--- src/hdl/fccr_pkg.sv ---
// Shared types, codes and constants for the FAT32 cluster chain reader.
`default_nettype none
package fccr_pkg;

  localparam int unsigned ClusterW = 28;
  localparam int unsigned InDataW  = 96;
  localparam int unsigned OutDataW = 112;
  localparam int unsigned AddrW    = 5;

  localparam logic [ClusterW-1:0] CHAIN_END          = 28'hFFF_FFF8;
  localparam logic [31:0]         FIRST_DATA_CLUSTER = 32'd2;
  localparam logic [3:0]          SEC_LOG2_MIN       = 4'd9;
  localparam logic [3:0]          SEC_LOG2_MAX       = 4'd12;

  localparam logic ACT_START = 1'b0;
  localparam logic ACT_ENTRY = 1'b1;

  localparam logic [1:0] KIND_DATA = 2'd0;
  localparam logic [1:0] KIND_FAT  = 2'd1;
  localparam logic [1:0] KIND_DONE = 2'd2;

  localparam logic [1:0] END_NONE  = 2'd0;
  localparam logic [1:0] END_ALL   = 2'd1;
  localparam logic [1:0] END_EARLY = 2'd2;

  localparam logic [2:0] REG_PART_LBA  = 3'd0;
  localparam logic [2:0] REG_RESERVED  = 3'd1;
  localparam logic [2:0] REG_FAT_COPY  = 3'd2;
  localparam logic [2:0] REG_FAT_SIZE  = 3'd3;
  localparam logic [2:0] REG_CLUS_LOG2 = 3'd4;
  localparam logic [2:0] REG_SEC_LOG2  = 3'd5;

  typedef struct packed {
    logic [31:0] part_lba;
    logic [15:0] reserved;
    logic [7:0]  fat_copies;
    logic [31:0] fat_size;
    logic [2:0]  clus_log2;
    logic [3:0]  sec_log2;
  } cfg_t;

  typedef struct packed {
    logic                action;
    logic [ClusterW-1:0] first_cluster;
    logic [31:0]         file_length;
    logic [31:0]         entry_word;
  } item_t;

  typedef struct packed {
    logic [ClusterW-1:0] cur_cluster;
    logic [31:0]         bytes_left;
    logic [31:0]         wr_offset;
    logic                busy;
  } state_t;

  typedef struct packed {
    logic [1:0]  request_kind;
    logic [31:0] sector_address;
    logic [7:0]  sector_count;
    logic [19:0] copy_length;
    logic [31:0] dest_offset;
    logic [11:0] entry_byte_offset;
    logic [1:0]  end_code;
    logic        last;
  } result_t;

endpackage
`default_nettype wire

--- src/hdl/fccr_cfg_regs.sv ---
// Configuration register file with its APB write and read port.
`default_nettype none
module fccr_cfg_regs (
  input  wire                      clk_i,
  input  wire                      rst_ni,
  input  wire                      psel,
  input  wire                      penable,
  input  wire                      pwrite,
  input  wire [fccr_pkg::AddrW-1:0] paddr,
  input  wire [31:0]               pwdata,
  output logic [31:0]              prdata,
  output logic                     pready,
  output fccr_pkg::cfg_t           cfg_o,
  output logic [31:0]              data_off_o
);
  import fccr_pkg::*;

  cfg_t        cfg_q;
  logic [31:0] data_off_q;
  logic [31:0] data_off_d;
  logic [2:0]  reg_idx;
  logic        wr_en;

  assign pready  = 1'b1;
  assign reg_idx = paddr[AddrW-1:2];
  assign wr_en   = psel && penable && pwrite && pready;

  always_ff @(posedge clk_i or negedge rst_ni) begin
    if (!rst_ni) begin
      cfg_q.part_lba   <= 32'd0;
      cfg_q.reserved   <= 16'd32;
      cfg_q.fat_copies <= 8'd2;
      cfg_q.fat_size   <= 32'd1;
      cfg_q.clus_log2  <= 3'd3;
      cfg_q.sec_log2   <= 4'd9;
    end else if (wr_en) begin
      case (reg_idx)
        REG_PART_LBA:  cfg_q.part_lba   <= pwdata;
        REG_RESERVED:  cfg_q.reserved   <= pwdata[15:0];
        REG_FAT_COPY:  cfg_q.fat_copies <= pwdata[7:0];
        REG_FAT_SIZE:  cfg_q.fat_size   <= pwdata;
        REG_CLUS_LOG2: cfg_q.clus_log2  <= pwdata[2:0];
        REG_SEC_LOG2:  cfg_q.sec_log2   <= pwdata[3:0];
        default: ;
      endcase
    end
  end

  // Sectors from the partition start to the first data sector, registered
  // from the configuration registers.
  assign data_off_d = {16'd0, cfg_q.reserved}
                    + 32'({24'd0, cfg_q.fat_copies} * cfg_q.fat_size);

  always_ff @(posedge clk_i) begin
    data_off_q <= data_off_d;
  end

  always_comb begin
    case (reg_idx)
      REG_PART_LBA:  prdata = cfg_q.part_lba;
      REG_RESERVED:  prdata = {16'd0, cfg_q.reserved};
      REG_FAT_COPY:  prdata = {24'd0, cfg_q.fat_copies};
      REG_FAT_SIZE:  prdata = cfg_q.fat_size;
      REG_CLUS_LOG2: prdata = {29'd0, cfg_q.clus_log2};
      REG_SEC_LOG2:  prdata = {28'd0, cfg_q.sec_log2};
      default:       prdata = 32'd0;
    endcase
  end

  assign cfg_o      = cfg_q;
  assign data_off_o = data_off_q;

endmodule
`default_nettype wire

--- src/hdl/fccr_step.sv ---
// Single-pass update of the chain walk for one request and its results.
`default_nettype none
module fccr_step (
  input  fccr_pkg::cfg_t    cfg_i,
  input  wire [31:0]        data_off_i,
  input  fccr_pkg::item_t   item_i,
  input  fccr_pkg::state_t  state_i,
  output fccr_pkg::state_t  state_o,
  output logic [1:0]        res_cnt_o,
  output fccr_pkg::result_t res0_o,
  output fccr_pkg::result_t res1_o
);
  import fccr_pkg::*;

  logic                is_start;
  logic [ClusterW-1:0] cur;
  logic [31:0]         bl;
  logic [31:0]         wo;
  logic [3:0]          slog;
  logic [4:0]          cb_log2;
  logic [19:0]         cl_bytes;
  logic [31:0]         copy;
  logic [31:0]         bl_next;
  logic [31:0]         wo_next;
  logic [31:0]         fat_start;
  logic [31:0]         data_lba;
  logic [31:0]         ebyte;
  logic [31:0]         fat_lba;
  logic [12:0]         sec_mask;
  logic [11:0]         eoff;

  assign is_start = (item_i.action == ACT_START);
  assign cur      = is_start ? item_i.first_cluster : item_i.entry_word[ClusterW-1:0];
  assign bl       = is_start ? item_i.file_length : state_i.bytes_left;
  assign wo       = is_start ? 32'd0 : state_i.wr_offset;

  always_comb begin
    if (cfg_i.sec_log2 inside {[SEC_LOG2_MIN:SEC_LOG2_MAX]}) begin
      slog = cfg_i.sec_log2;
    end else if (cfg_i.sec_log2 < SEC_LOG2_MIN) begin
      slog = SEC_LOG2_MIN;
    end else begin
      slog = SEC_LOG2_MAX;
    end
  end

  assign cb_log2   = {2'd0, cfg_i.clus_log2} + {1'b0, slog};
  assign cl_bytes  = 20'd1 << cb_log2;
  assign copy      = (bl < {12'd0, cl_bytes}) ? bl : {12'd0, cl_bytes};
  assign bl_next   = bl - copy;
  assign wo_next   = wo + copy;
  assign fat_start = cfg_i.part_lba + {16'd0, cfg_i.reserved};
  assign data_lba  = cfg_i.part_lba + data_off_i
                   + (({4'd0, cur} - FIRST_DATA_CLUSTER) << cfg_i.clus_log2);
  assign ebyte     = {2'd0, cur, 2'd0};
  assign fat_lba   = fat_start + (ebyte >> slog);
  assign sec_mask  = (13'd1 << slog) - 13'd1;
  assign eoff      = ebyte[11:0] & sec_mask[11:0];

  always_comb begin
    state_o   = state_i;
    res_cnt_o = 2'd0;
    res0_o    = '0;
    res1_o    = '0;
    if (is_start || state_i.busy) begin
      state_o.cur_cluster = cur;
      if (cur >= CHAIN_END) begin
        res0_o.request_kind = KIND_DONE;
        res0_o.dest_offset  = wo;
        res0_o.end_code     = (is_start && bl != 32'd0) || !is_start ? END_EARLY : END_ALL;
        res0_o.last         = 1'b1;
        res_cnt_o           = 2'd1;
        state_o.bytes_left  = bl;
        state_o.wr_offset   = wo;
        state_o.busy        = 1'b0;
      end else begin
        res0_o.request_kind   = KIND_DATA;
        res0_o.sector_address = data_lba;
        res0_o.sector_count   = 8'd1 << cfg_i.clus_log2;
        res0_o.copy_length    = copy[19:0];
        res0_o.dest_offset    = wo;
        res0_o.end_code       = END_NONE;
        res_cnt_o             = 2'd2;
        state_o.bytes_left    = bl_next;
        state_o.wr_offset     = wo_next;
        res1_o.last           = 1'b1;
        if (bl_next == 32'd0) begin
          res1_o.request_kind = KIND_DONE;
          res1_o.dest_offset  = wo_next;
          res1_o.end_code     = END_ALL;
          state_o.busy        = 1'b0;
        end else begin
          res1_o.request_kind      = KIND_FAT;
          res1_o.sector_address    = fat_lba;
          res1_o.sector_count      = 8'd1;
          res1_o.entry_byte_offset = eoff;
          res1_o.end_code          = END_NONE;
          state_o.busy             = 1'b1;
        end
      end
    end
  end

endmodule
`default_nettype wire

--- src/hdl/fccr_out_buf.sv ---
// Two-entry result register that holds the requests of one input item.
`default_nettype none
module fccr_out_buf (
  input  wire               clk_i,
  input  wire               rst_ni,
  input  wire               push_i,
  input  wire [1:0]         push_cnt_i,
  input  fccr_pkg::result_t res0_i,
  input  fccr_pkg::result_t res1_i,
  output logic              can_push_o,
  output logic              valid_o,
  input  wire               ready_i,
  output fccr_pkg::result_t res_o
);
  import fccr_pkg::*;

  result_t    slot0_q;
  result_t    slot1_q;
  logic [1:0] cnt_q;
  logic       pop;

  assign valid_o    = (cnt_q != 2'd0);
  assign pop        = valid_o && ready_i;
  assign can_push_o = (cnt_q == 2'd0) || ((cnt_q == 2'd1) && pop);
  assign res_o      = slot0_q;

  always_ff @(posedge clk_i or negedge rst_ni) begin
    if (!rst_ni) begin
      cnt_q <= 2'd0;
    end else if (push_i) begin
      cnt_q <= push_cnt_i;
    end else if (pop) begin
      cnt_q <= cnt_q - 2'd1;
    end
  end

  always_ff @(posedge clk_i) begin
    if (push_i) begin
      slot0_q <= res0_i;
      slot1_q <= res1_i;
    end else if (pop) begin
      slot0_q <= slot1_q;
    end
  end

endmodule
`default_nettype wire

--- src/hdl/fat32_cluster_chain_reader_core.sv ---
// Top level of the FAT32 cluster chain reader.
//
//   Port group   Direction  Carries
//   s_axis_*     in         start requests and returned FAT entry words
//   m_axis_*     out        data read, FAT read and done requests
//   APB          in/out     volume geometry registers
//
// An accepted request is registered and processed by a combinational step;
// its one or two results (none for an entry word with no walk busy) land in
// a two-entry output register, and the next request is processed once that
// register has room. Requests that cause one result sustain one per cycle
// while the output is ready; those that cause two hold off the next request
// until the second result leaves. Reset clears the walk state and registers
// to their defaults; a stall on the output holds the pending results, and a
// registered request waits until the last of them leaves, holding the input.
`default_nettype none
module fat32_cluster_chain_reader_core (
  input  wire                       clk_i,
  input  wire                       rst_ni,
  input  wire                       s_axis_tvalid_i,
  output logic                      s_axis_tready_o,
  // first_cluster[27:0], file_length[59:28], entry_word[91:60], zero pad
  input  wire [fccr_pkg::InDataW-1:0] s_axis_tdata_i,
  // action[0]
  input  wire                       s_axis_tuser_i,
  output logic                      m_axis_tvalid_o,
  input  wire                       m_axis_tready_i,
  // sector_address[31:0], sector_count[39:32], copy_length[59:40],
  // dest_offset[91:60], entry_byte_offset[103:92], end_code[105:104], zero pad
  output logic [fccr_pkg::OutDataW-1:0] m_axis_tdata_o,
  // request_kind[1:0]
  output logic [1:0]                m_axis_tuser_o,
  output logic                      m_axis_tlast_o,
  input  wire                       psel,
  input  wire                       penable,
  input  wire                       pwrite,
  input  wire [fccr_pkg::AddrW-1:0] paddr,
  input  wire [31:0]                pwdata,
  output logic [31:0]               prdata,
  output logic                      pready
);
  import fccr_pkg::*;

  cfg_t        cfg;
  logic [31:0] data_off;
  item_t       item_q;
  logic        in_valid_q;
  state_t      state_q;
  state_t      state_d;
  logic [1:0]  res_cnt;
  result_t     res0;
  result_t     res1;
  result_t     res_out;
  logic        can_push;
  logic        fire;

  fccr_cfg_regs u_cfg (
    .clk_i      (clk_i),
    .rst_ni     (rst_ni),
    .psel       (psel),
    .penable    (penable),
    .pwrite     (pwrite),
    .paddr      (paddr),
    .pwdata     (pwdata),
    .prdata     (prdata),
    .pready     (pready),
    .cfg_o      (cfg),
    .data_off_o (data_off)
  );

  assign fire            = in_valid_q && can_push;
  assign s_axis_tready_o = !in_valid_q || fire;

  always_ff @(posedge clk_i or negedge rst_ni) begin
    if (!rst_ni) begin
      in_valid_q <= 1'b0;
    end else if (s_axis_tready_o) begin
      in_valid_q <= s_axis_tvalid_i;
    end
  end

  always_ff @(posedge clk_i) begin
    if (s_axis_tvalid_i && s_axis_tready_o) begin
      item_q.action        <= s_axis_tuser_i;
      item_q.first_cluster <= s_axis_tdata_i[27:0];
      item_q.file_length   <= s_axis_tdata_i[59:28];
      item_q.entry_word    <= s_axis_tdata_i[91:60];
    end
  end

  fccr_step u_step (
    .cfg_i      (cfg),
    .data_off_i (data_off),
    .item_i     (item_q),
    .state_i    (state_q),
    .state_o    (state_d),
    .res_cnt_o  (res_cnt),
    .res0_o     (res0),
    .res1_o     (res1)
  );

  always_ff @(posedge clk_i or negedge rst_ni) begin
    if (!rst_ni) begin
      state_q <= '0;
    end else if (fire) begin
      state_q <= state_d;
    end
  end

  fccr_out_buf u_out (
    .clk_i      (clk_i),
    .rst_ni     (rst_ni),
    .push_i     (fire),
    .push_cnt_i (res_cnt),
    .res0_i     (res0),
    .res1_i     (res1),
    .can_push_o (can_push),
    .valid_o    (m_axis_tvalid_o),
    .ready_i    (m_axis_tready_i),
    .res_o      (res_out)
  );

  assign m_axis_tdata_o = {6'd0, res_out.end_code, res_out.entry_byte_offset,
                           res_out.dest_offset, res_out.copy_length,
                           res_out.sector_count, res_out.sector_address};
  assign m_axis_tuser_o = res_out.request_kind;
  assign m_axis_tlast_o = res_out.last;

endmodule
`default_nettype wire

--- config.mk ---
export PLATFORM = sky130hd
export DESIGN_NAME = fat32_cluster_chain_reader_core
export DESIGN_NICKNAME = d
export VERILOG_FILES = /design/src/hdl/fccr_pkg.sv /design/src/hdl/fccr_cfg_regs.sv /design/src/hdl/fccr_step.sv /design/src/hdl/fccr_out_buf.sv /design/src/hdl/fat32_cluster_chain_reader_core.sv
export SDC_FILE = /design/constraint.sdc
export NUM_CORES = 2
export LEC_CHECK = 0
export BUFFER_PORTS_ARGS = -buffer_cell sky130_fd_sc_hd__buf_2
export CORE_UTILIZATION = 63
export DETAILED_ROUTE_END_ITERATION = 16
export PLACE_DENSITY = 0.86
export SLEW_MARGIN = 0
export SYNTH_ARGS = -nofsm -noshare
export SYNTH_HDL_FRONTEND = slang
export SYNTH_HIERARCHICAL = 1
export SYNTH_SLANG_ARGS = --single-unit
--- constraint.sdc ---
create_clock -name clk_i -period 9.89 [get_ports clk_i]
set_input_delay 1.978 -clock clk_i [delete_from_list [all_inputs] [get_ports clk_i]]
set_output_delay 1.978 -clock clk_i [all_outputs]
set_load 0.05 [all_outputs]
* Word-level counts from Yosys, hierarchy flattened
Index checks and enable logic that the tools add are counted.
** Storage, ports and cells
- Register bits after elaboration :: 481
- Latch bits :: 0
- Bits in writable memories :: 0
- Memory bits (read-only) :: 0
- Output and inout port bits :: 150
- Memories kept :: 0
** Cells by class
- Add/subtract/negate cells :: 11
- Multipliers :: 1
- Div/mod/pow operators :: 0
- $lt $le $gt $ge :: 5
- Equality and inequality tests :: 6
- Shift operators :: 5
- Muxes and demuxes :: 26
- Bitwise operators :: 4
- Reductions and logical operators :: 29
** Operator list (number)
- $mux W109 :: 2
- $pmux W32 S6 :: 1
- $add A32 B32 Y32 :: 4
- $mux W32 :: 3
- $mux W94 :: 1
- $mux W65 :: 1
- $mux W60 :: 1
- $add A16 B32 Y32 :: 1
- $add A32 B16 Y32 :: 1
- $logic_not A32 Y1 :: 1
- $lt A32 B20 Y1 :: 1
- $mul A8 B32 Y32 :: 1
- $reduce_bool A32 Y1 :: 1
- $shl A32 B3 Y32 :: 1
- $shr A30 B4 Y32 :: 1
- $sub A32 B32 Y32 :: 1
- $sub A28 B2 Y29 const B :: 1
- $ge A28 B28 Y1 const B :: 1
- $mux W28 :: 1
- $shl A1 B5 Y20 const A :: 1
- $mux W2 :: 8
- $reduce_and A2 Y1 :: 7
- $and A12 B12 Y12 :: 1
- $shl A1 B4 Y12 const A :: 1
- other kinds (23) :: 44

* Longest topological paths before layout
- Depth after elaboration :: 11
- Mapped depth :: 36

* Modules after synthesis
The synthesis kept the hierarchy.
** By module, submodules not included
- fccr_step :: times used 1, cells each 2271, area an instance 14950.6 um^2, seq. area each 0.0 um^2
- fccr_cfg_regs :: times used 1, cells each 1249, area an instance 12350.6 um^2, seq. area each 3026.7 um^2
- fccr_out_buf :: times used 1, cells each 358, area an instance 8136.6 um^2, seq. area each 6596.3 um^2
- fat32_cluster_chain_reader_core :: times used 1, cells each 302, area an instance 6656.4 um^2, seq. area each 5144.9 um^2

* Least setup slack after synthesis
OpenSTA, ideal clock, no wires.
- Path kind :: register to register
- Start :: register u_cfg.cfg_q (netlist bit u_cfg/cfg_o[0])
- End :: register u_out/slot1_q[107] (netlist bit), data pin
- Data arrival time :: 7.427 ns
- Data required time :: 9.639 ns
- Setup slack :: 2.212 ns
- Cell stages (with the launch flop) :: 35
- Buffers on the path :: 6
- Period minus slack after synthesis :: 7.678 ns
- Path through :: dfstp_2 nor2b_1 o21ai_0 clkbuf_1 clkbuf_1 ha_1 inv_1 fa_1 or2_2 a21oi_1 and3_1 inv_1 ha_1 a21o_1 a21oi_1 nor2b_1 o21ai_0 nand4_1 nor2_1 buf_2 mux2_2 ha_1 o21a_1 o21a_1 o211ai_2 a21oi_1 or4_1 a21o_1 xor2_1 a2111oi_2 and4_1 buf_2 buf_2 nor2_1 buf_4
** On the way
- Word-level cells in the longest chain between the ends :: 10
- Elaborated cells between the ends (all ways) :: 13
- Those cells by class :: 2 x add/sub; 4 x order compare; 1 x shift; 4 x mux; 2 x reduce/logical
** RTL lines
- start, declared :: RTL line fccr_cfg_regs.sv:18 : cfg_t cfg_q;
- $lt A4 B4 Y1, or another cell as far along :: RTL line fccr_step.sv:40 : end else if (cfg_i.sec_log2 < SEC_LOG2_MIN) begin
- $mux W3 or $logic_and A1 B1 Y1 (tied branches) :: RTL line fccr_step.sv:40, fccr_step.sv:38
- $mux W4 (*) :: RTL line fccr_step.sv:38 : if (cfg_i.sec_log2 inside {[SEC_LOG2_MIN:SEC_LOG2_MAX]}) begin
- $add A3 B4 Y5 (*) :: RTL line fccr_step.sv:47 : assign cb_log2 = {2'd0, cfg_i.clus_log2} + {1'b0, slog};
- $shl A1 B5 Y20 (*) :: RTL line fccr_step.sv:48 : assign cl_bytes = 20'd1 << cb_log2;
- $lt A32 B20 Y1 :: RTL line fccr_step.sv:49 : assign copy = (bl < {12'd0, cl_bytes}) ? bl : {12'd0, cl_bytes};
- $mux W32 (*) :: RTL line fccr_step.sv:49
- $sub A32 B32 Y32 (*) :: RTL line fccr_step.sv:50 : assign bl_next = bl - copy;
- $logic_not A32 Y1 (*) :: RTL line fccr_step.sv:87 : if (bl_next == 32'd0) begin
- $mux W2 (*) :: RTL line fccr_step.sv:87
- end signal, assigned :: RTL line fccr_out_buf.sv:40 : slot1_q <= res1_i;
- end, declared :: RTL line fccr_out_buf.sv:18 : result_t slot1_q;
Mark *: on every way between the ends. The rest lies on a longest branch, timed or not.
A chain may end at the register's enable or synchronous reset.

* Worst setup path after layout
- Start :: register u_cfg.cfg_q (netlist bit u_cfg/cfg_o[3])
- End :: register u_out/slot1_q[89] (netlist bit), data pin
** On the way
- Word-level cells in the longest chain between the ends :: 10
- Elaborated cells between the ends (all ways) :: 15
- Those cells by class :: 3 x add/sub; 4 x order compare; 2 x shift; 3 x mux; 3 x reduce/logical
** RTL lines (RTL line)
- $lt A4 B4 Y1, or another cell as far along :: fccr_step.sv:40
- $mux W3 or $logic_and A1 B1 Y1 (tied branches) :: fccr_step.sv:40, fccr_step.sv:38
- $mux W4 (*) :: fccr_step.sv:38
- $add A3 B4 Y5 :: fccr_step.sv:47
- $shl A1 B5 Y20 :: fccr_step.sv:48
- $lt A32 B20 Y1 :: fccr_step.sv:49
- $mux W32 :: fccr_step.sv:49
- $sub A32 B32 Y32 :: fccr_step.sv:50
- $logic_not A32 Y1 :: fccr_step.sv:87
- $reduce_or A3 Y1 (no source line)
Marked as above.

==> key figures <==
Die
  – Chip height: 256 µm
  – Initial Util: 64.1%
  – Top Ports: 291
  – Die ar.: roughly 65,000 µm²
  – Die Width: 256 µm
  – Row count: between 90 and 100
  – Core area: between 60,000 and 70,000 µm²

Placed design
  – Dpl hpwl: 77,200 µm
  – GPL Wtd Cong: 0.967
  – Count of input and output buffers: 273

Job
  – Max Cap Viol: 0

Drt
  – Post-route DRC: 0
  – DR vias: 30,600
  – Pre-antenna DRT Iters: 6
  – Final ANT Viol Nets: 0
  – Per-cell routed wire length: 20.5 µm
  – Initial detailed-routing violation count: 3,028
  – Vias/cell: 5.95
  – Routed WL: approximately 110,000 µm

GRT
  – Grt total ovfl: 0
  – Antenna violations before repair: 1
  – Pin count of the biggest net entering global routing: 149
  – Gr usage total: 32.0%
  – Vias in the first global route: 30,200
  – First-pass GRT wire length: 165,000 µm

CTS
  – Postcts setup bufs: 0
  – Clock-pin slew on the worst setup and hold paths: around 60 ps
  – CTS tree: built
  – Inserted Clock Buffers: 55
  – Clock Latency Late Sink: 640 ps
  – TritonCTS Sinks: around 500
  – Post-CTS sizing: 0
  – # H-tree levels: 2
  – Max Root-Sink Buffers: 3
  – CTS root buf: clkbuf_16
  – Post-CTS Hold Buffers: 0

Final layout
  – P&R area growth vs syn: 8.37%
  – Final layout net count: 4,819
  – FILL cells: approximately 4,600
  – Share of cells above drive strength 1: between 15 and 20%

Hold path
  – Hold Path Stages: 1
  – Hold path start: u_cfg/cfg_o[41]
  – Hold path endpoint: u_cfg/cfg_o[41]
  – Hold crit path type: reg -> reg

Yosys
  – Mapped Avg Cell Area: 9.99 µm²
  – Post-Synthesis Cells: 4,062
  – Mapped Area: 40,600 µm²
  – Warnings, synthesis: 6

STA
  – Final Hold Fails: 0
  – Final critical-path required period: 8320 ps
  – Tcrit/Tclk final: between 80% and 90%
  – F_max: 0.120 GHz
  – Slew margin rel.: 22.5%
  – Final Max Slew Viols: 0
  – Setup TNS: 0 ps
  – RSZ-0062 raised after global routing: false
  – Final Skew: 23.7 ps
  – Worst Tran Pin Value: 1160 ps
  – # setup viols final: 0

Critical path
  – Reg2reg path depth: 28
  – Worst EP required: 10,220 ps
  – CP startpoint kind: flop
  – Critical Path Slowest Stage Cell: dfstp_2
  – Critical Path Max Stage Delay: 590 ps
  – Reg2reg end: u_out/slot1_q[89]
  – Crit path DAT: 8650 ps
  – Crit Path Class: reg -> reg
  – R2r setup slk: 1570 ps
  – CP most frequent cell: a21oi_1
  – Endpoint class of the critical path: flop
  – Critical path peak fanout: 23
  – Worst reg2reg startpoint: u_cfg/cfg_o[3]

Power and ir drop
  – Gate power share: ~62%
  – LEAKAGE: 20.3 nW
  – Internal power: 8.19 mW
  – Net Sw Power: 7.33 mW
  – Sequential share of power: 25.4%
  – Worst VDD drop: ~0.00027 V
  – Pwr Total: roughly 16 mW
  – Power per cell area: about 350 nW/µm²
  – Clock network fraction of design power: 13.1%
  – Switching part of the total: 47.2%

Outcome
  – Outcome: finished, final reports clean
==> flip-flops by register name, indices dropped and copies added, names as in the netlist <==
signal	flops
u_out/slot1_q	109
u_cfg/data_off_o	32
in_valid_q	1
u_cfg/cfg_o	95
item_q	89
u_out/cnt_q	2
state_q	65
u_out/res_o	109
==> metrics by stage <==
step | setup slack, ps | cells | cell area (µm²) | utilization, % | hold slack [ps]
after floorplan | 2210 | 4131 | 40800 | - | 476
after global placement | 1840 | 5038 | 42200 | 66.6 | 476
after detailed placement | 1770 | 5038 | 42200 | 66.6 | 490
after CTS | 1750 | 5142 | 44000 | 69.4 | 509
after global routing | 1260 | 5142 | 44000 | 69.4 | 547
final | 1570 | 5144 | 44000 | 69.4 | 509
==> cell type report <==
class,instances,area (µm²),area share (%)
flip-flops and latches,502,13900,31.7
diodes,2,5.00,0.0114
repair buffers,306,1650,3.74
clock inverters,33,264,0.600
well taps,846,1060,2.41
clock buffers,71,1520,3.45
multi-input cells,2892,23700,53.9
inverters,492,1850,4.20
==> layer usage <==
layer  share of wire (%)  track usage, %  vias to the layer above
met2                  48            53.1                     1388
met5                   0               0                        -
met4                 4.3            14.2                        0
met1                  40            41.4                    14900
met3                 7.9            5.16                      208
li1                    -               -                    14100
==> how the worst max path moves through the flow <==
stage	slack (ps)	endpoint	from
finish	1570	u_out/slot1_q[89]	u_cfg/cfg_o[3]
CTS	1750	u_out/slot1_q[89]	u_cfg/cfg_o[3]
detailed placement	1770	u_out/slot1_q[89]	u_cfg/cfg_o[3]
floorplan	2210	u_out/slot1_q[107]	u_cfg/cfg_o[0]
global placement	1840	u_out/slot1_q[89]	u_cfg/cfg_o[3]
global route	1260	u_out/slot1_q[89]	u_cfg/cfg_o[3]
==> power groups by stage <==
stage | Clock [mW] | Combinational, mW | Sequential (mW)
floorplan | 0 | 6.66 | 4.52
global placement | 0 | 9.08 | 3.92
detailed placement | 0 | 9.32 | 3.96
CTS | 2.06 | 9.42 | 3.93
global route | 2.13 | 10.4 | 4.02
finish | 2.03 | 9.54 | 3.95
==> critical path: cells and delay by family, from the launching register on <==
family                   cells  cell delay [ps]
AND/OR/NAND/NOR             10             2750
flip-flops                   1              590
adder cells (fa/ha/maj)      3             1240
AO/OA/AOI/OAI               11             2320
multiplexers                 1              410
buffers and inverters        3              700
==> cell usage in the layout, fill, tap and decap left out, types with 29 or more instances in the layout <==
cell       count
inv_1        489
nand2_1      317
edfxtp_1     307
buf_2        272
nor2_1       255
fa_1         223
mux2_2       211
ha_1         206
a21oi_1      186
and2_1       180
dfrtp_1      156
o21ai_0      149
mux2i_1      107
xnor2_1      105
nor3_1       104
conb_1        73
a21o_1        68
xor2_1        66
and3_1        63
clkbuf_16     57
mux2_4        54
nand3_1       48
mux2_1        35
dfxtp_1       32
buf_4         31
nand2b_1      29
nor2b_1       29
(Power assumes the default switching activity.)
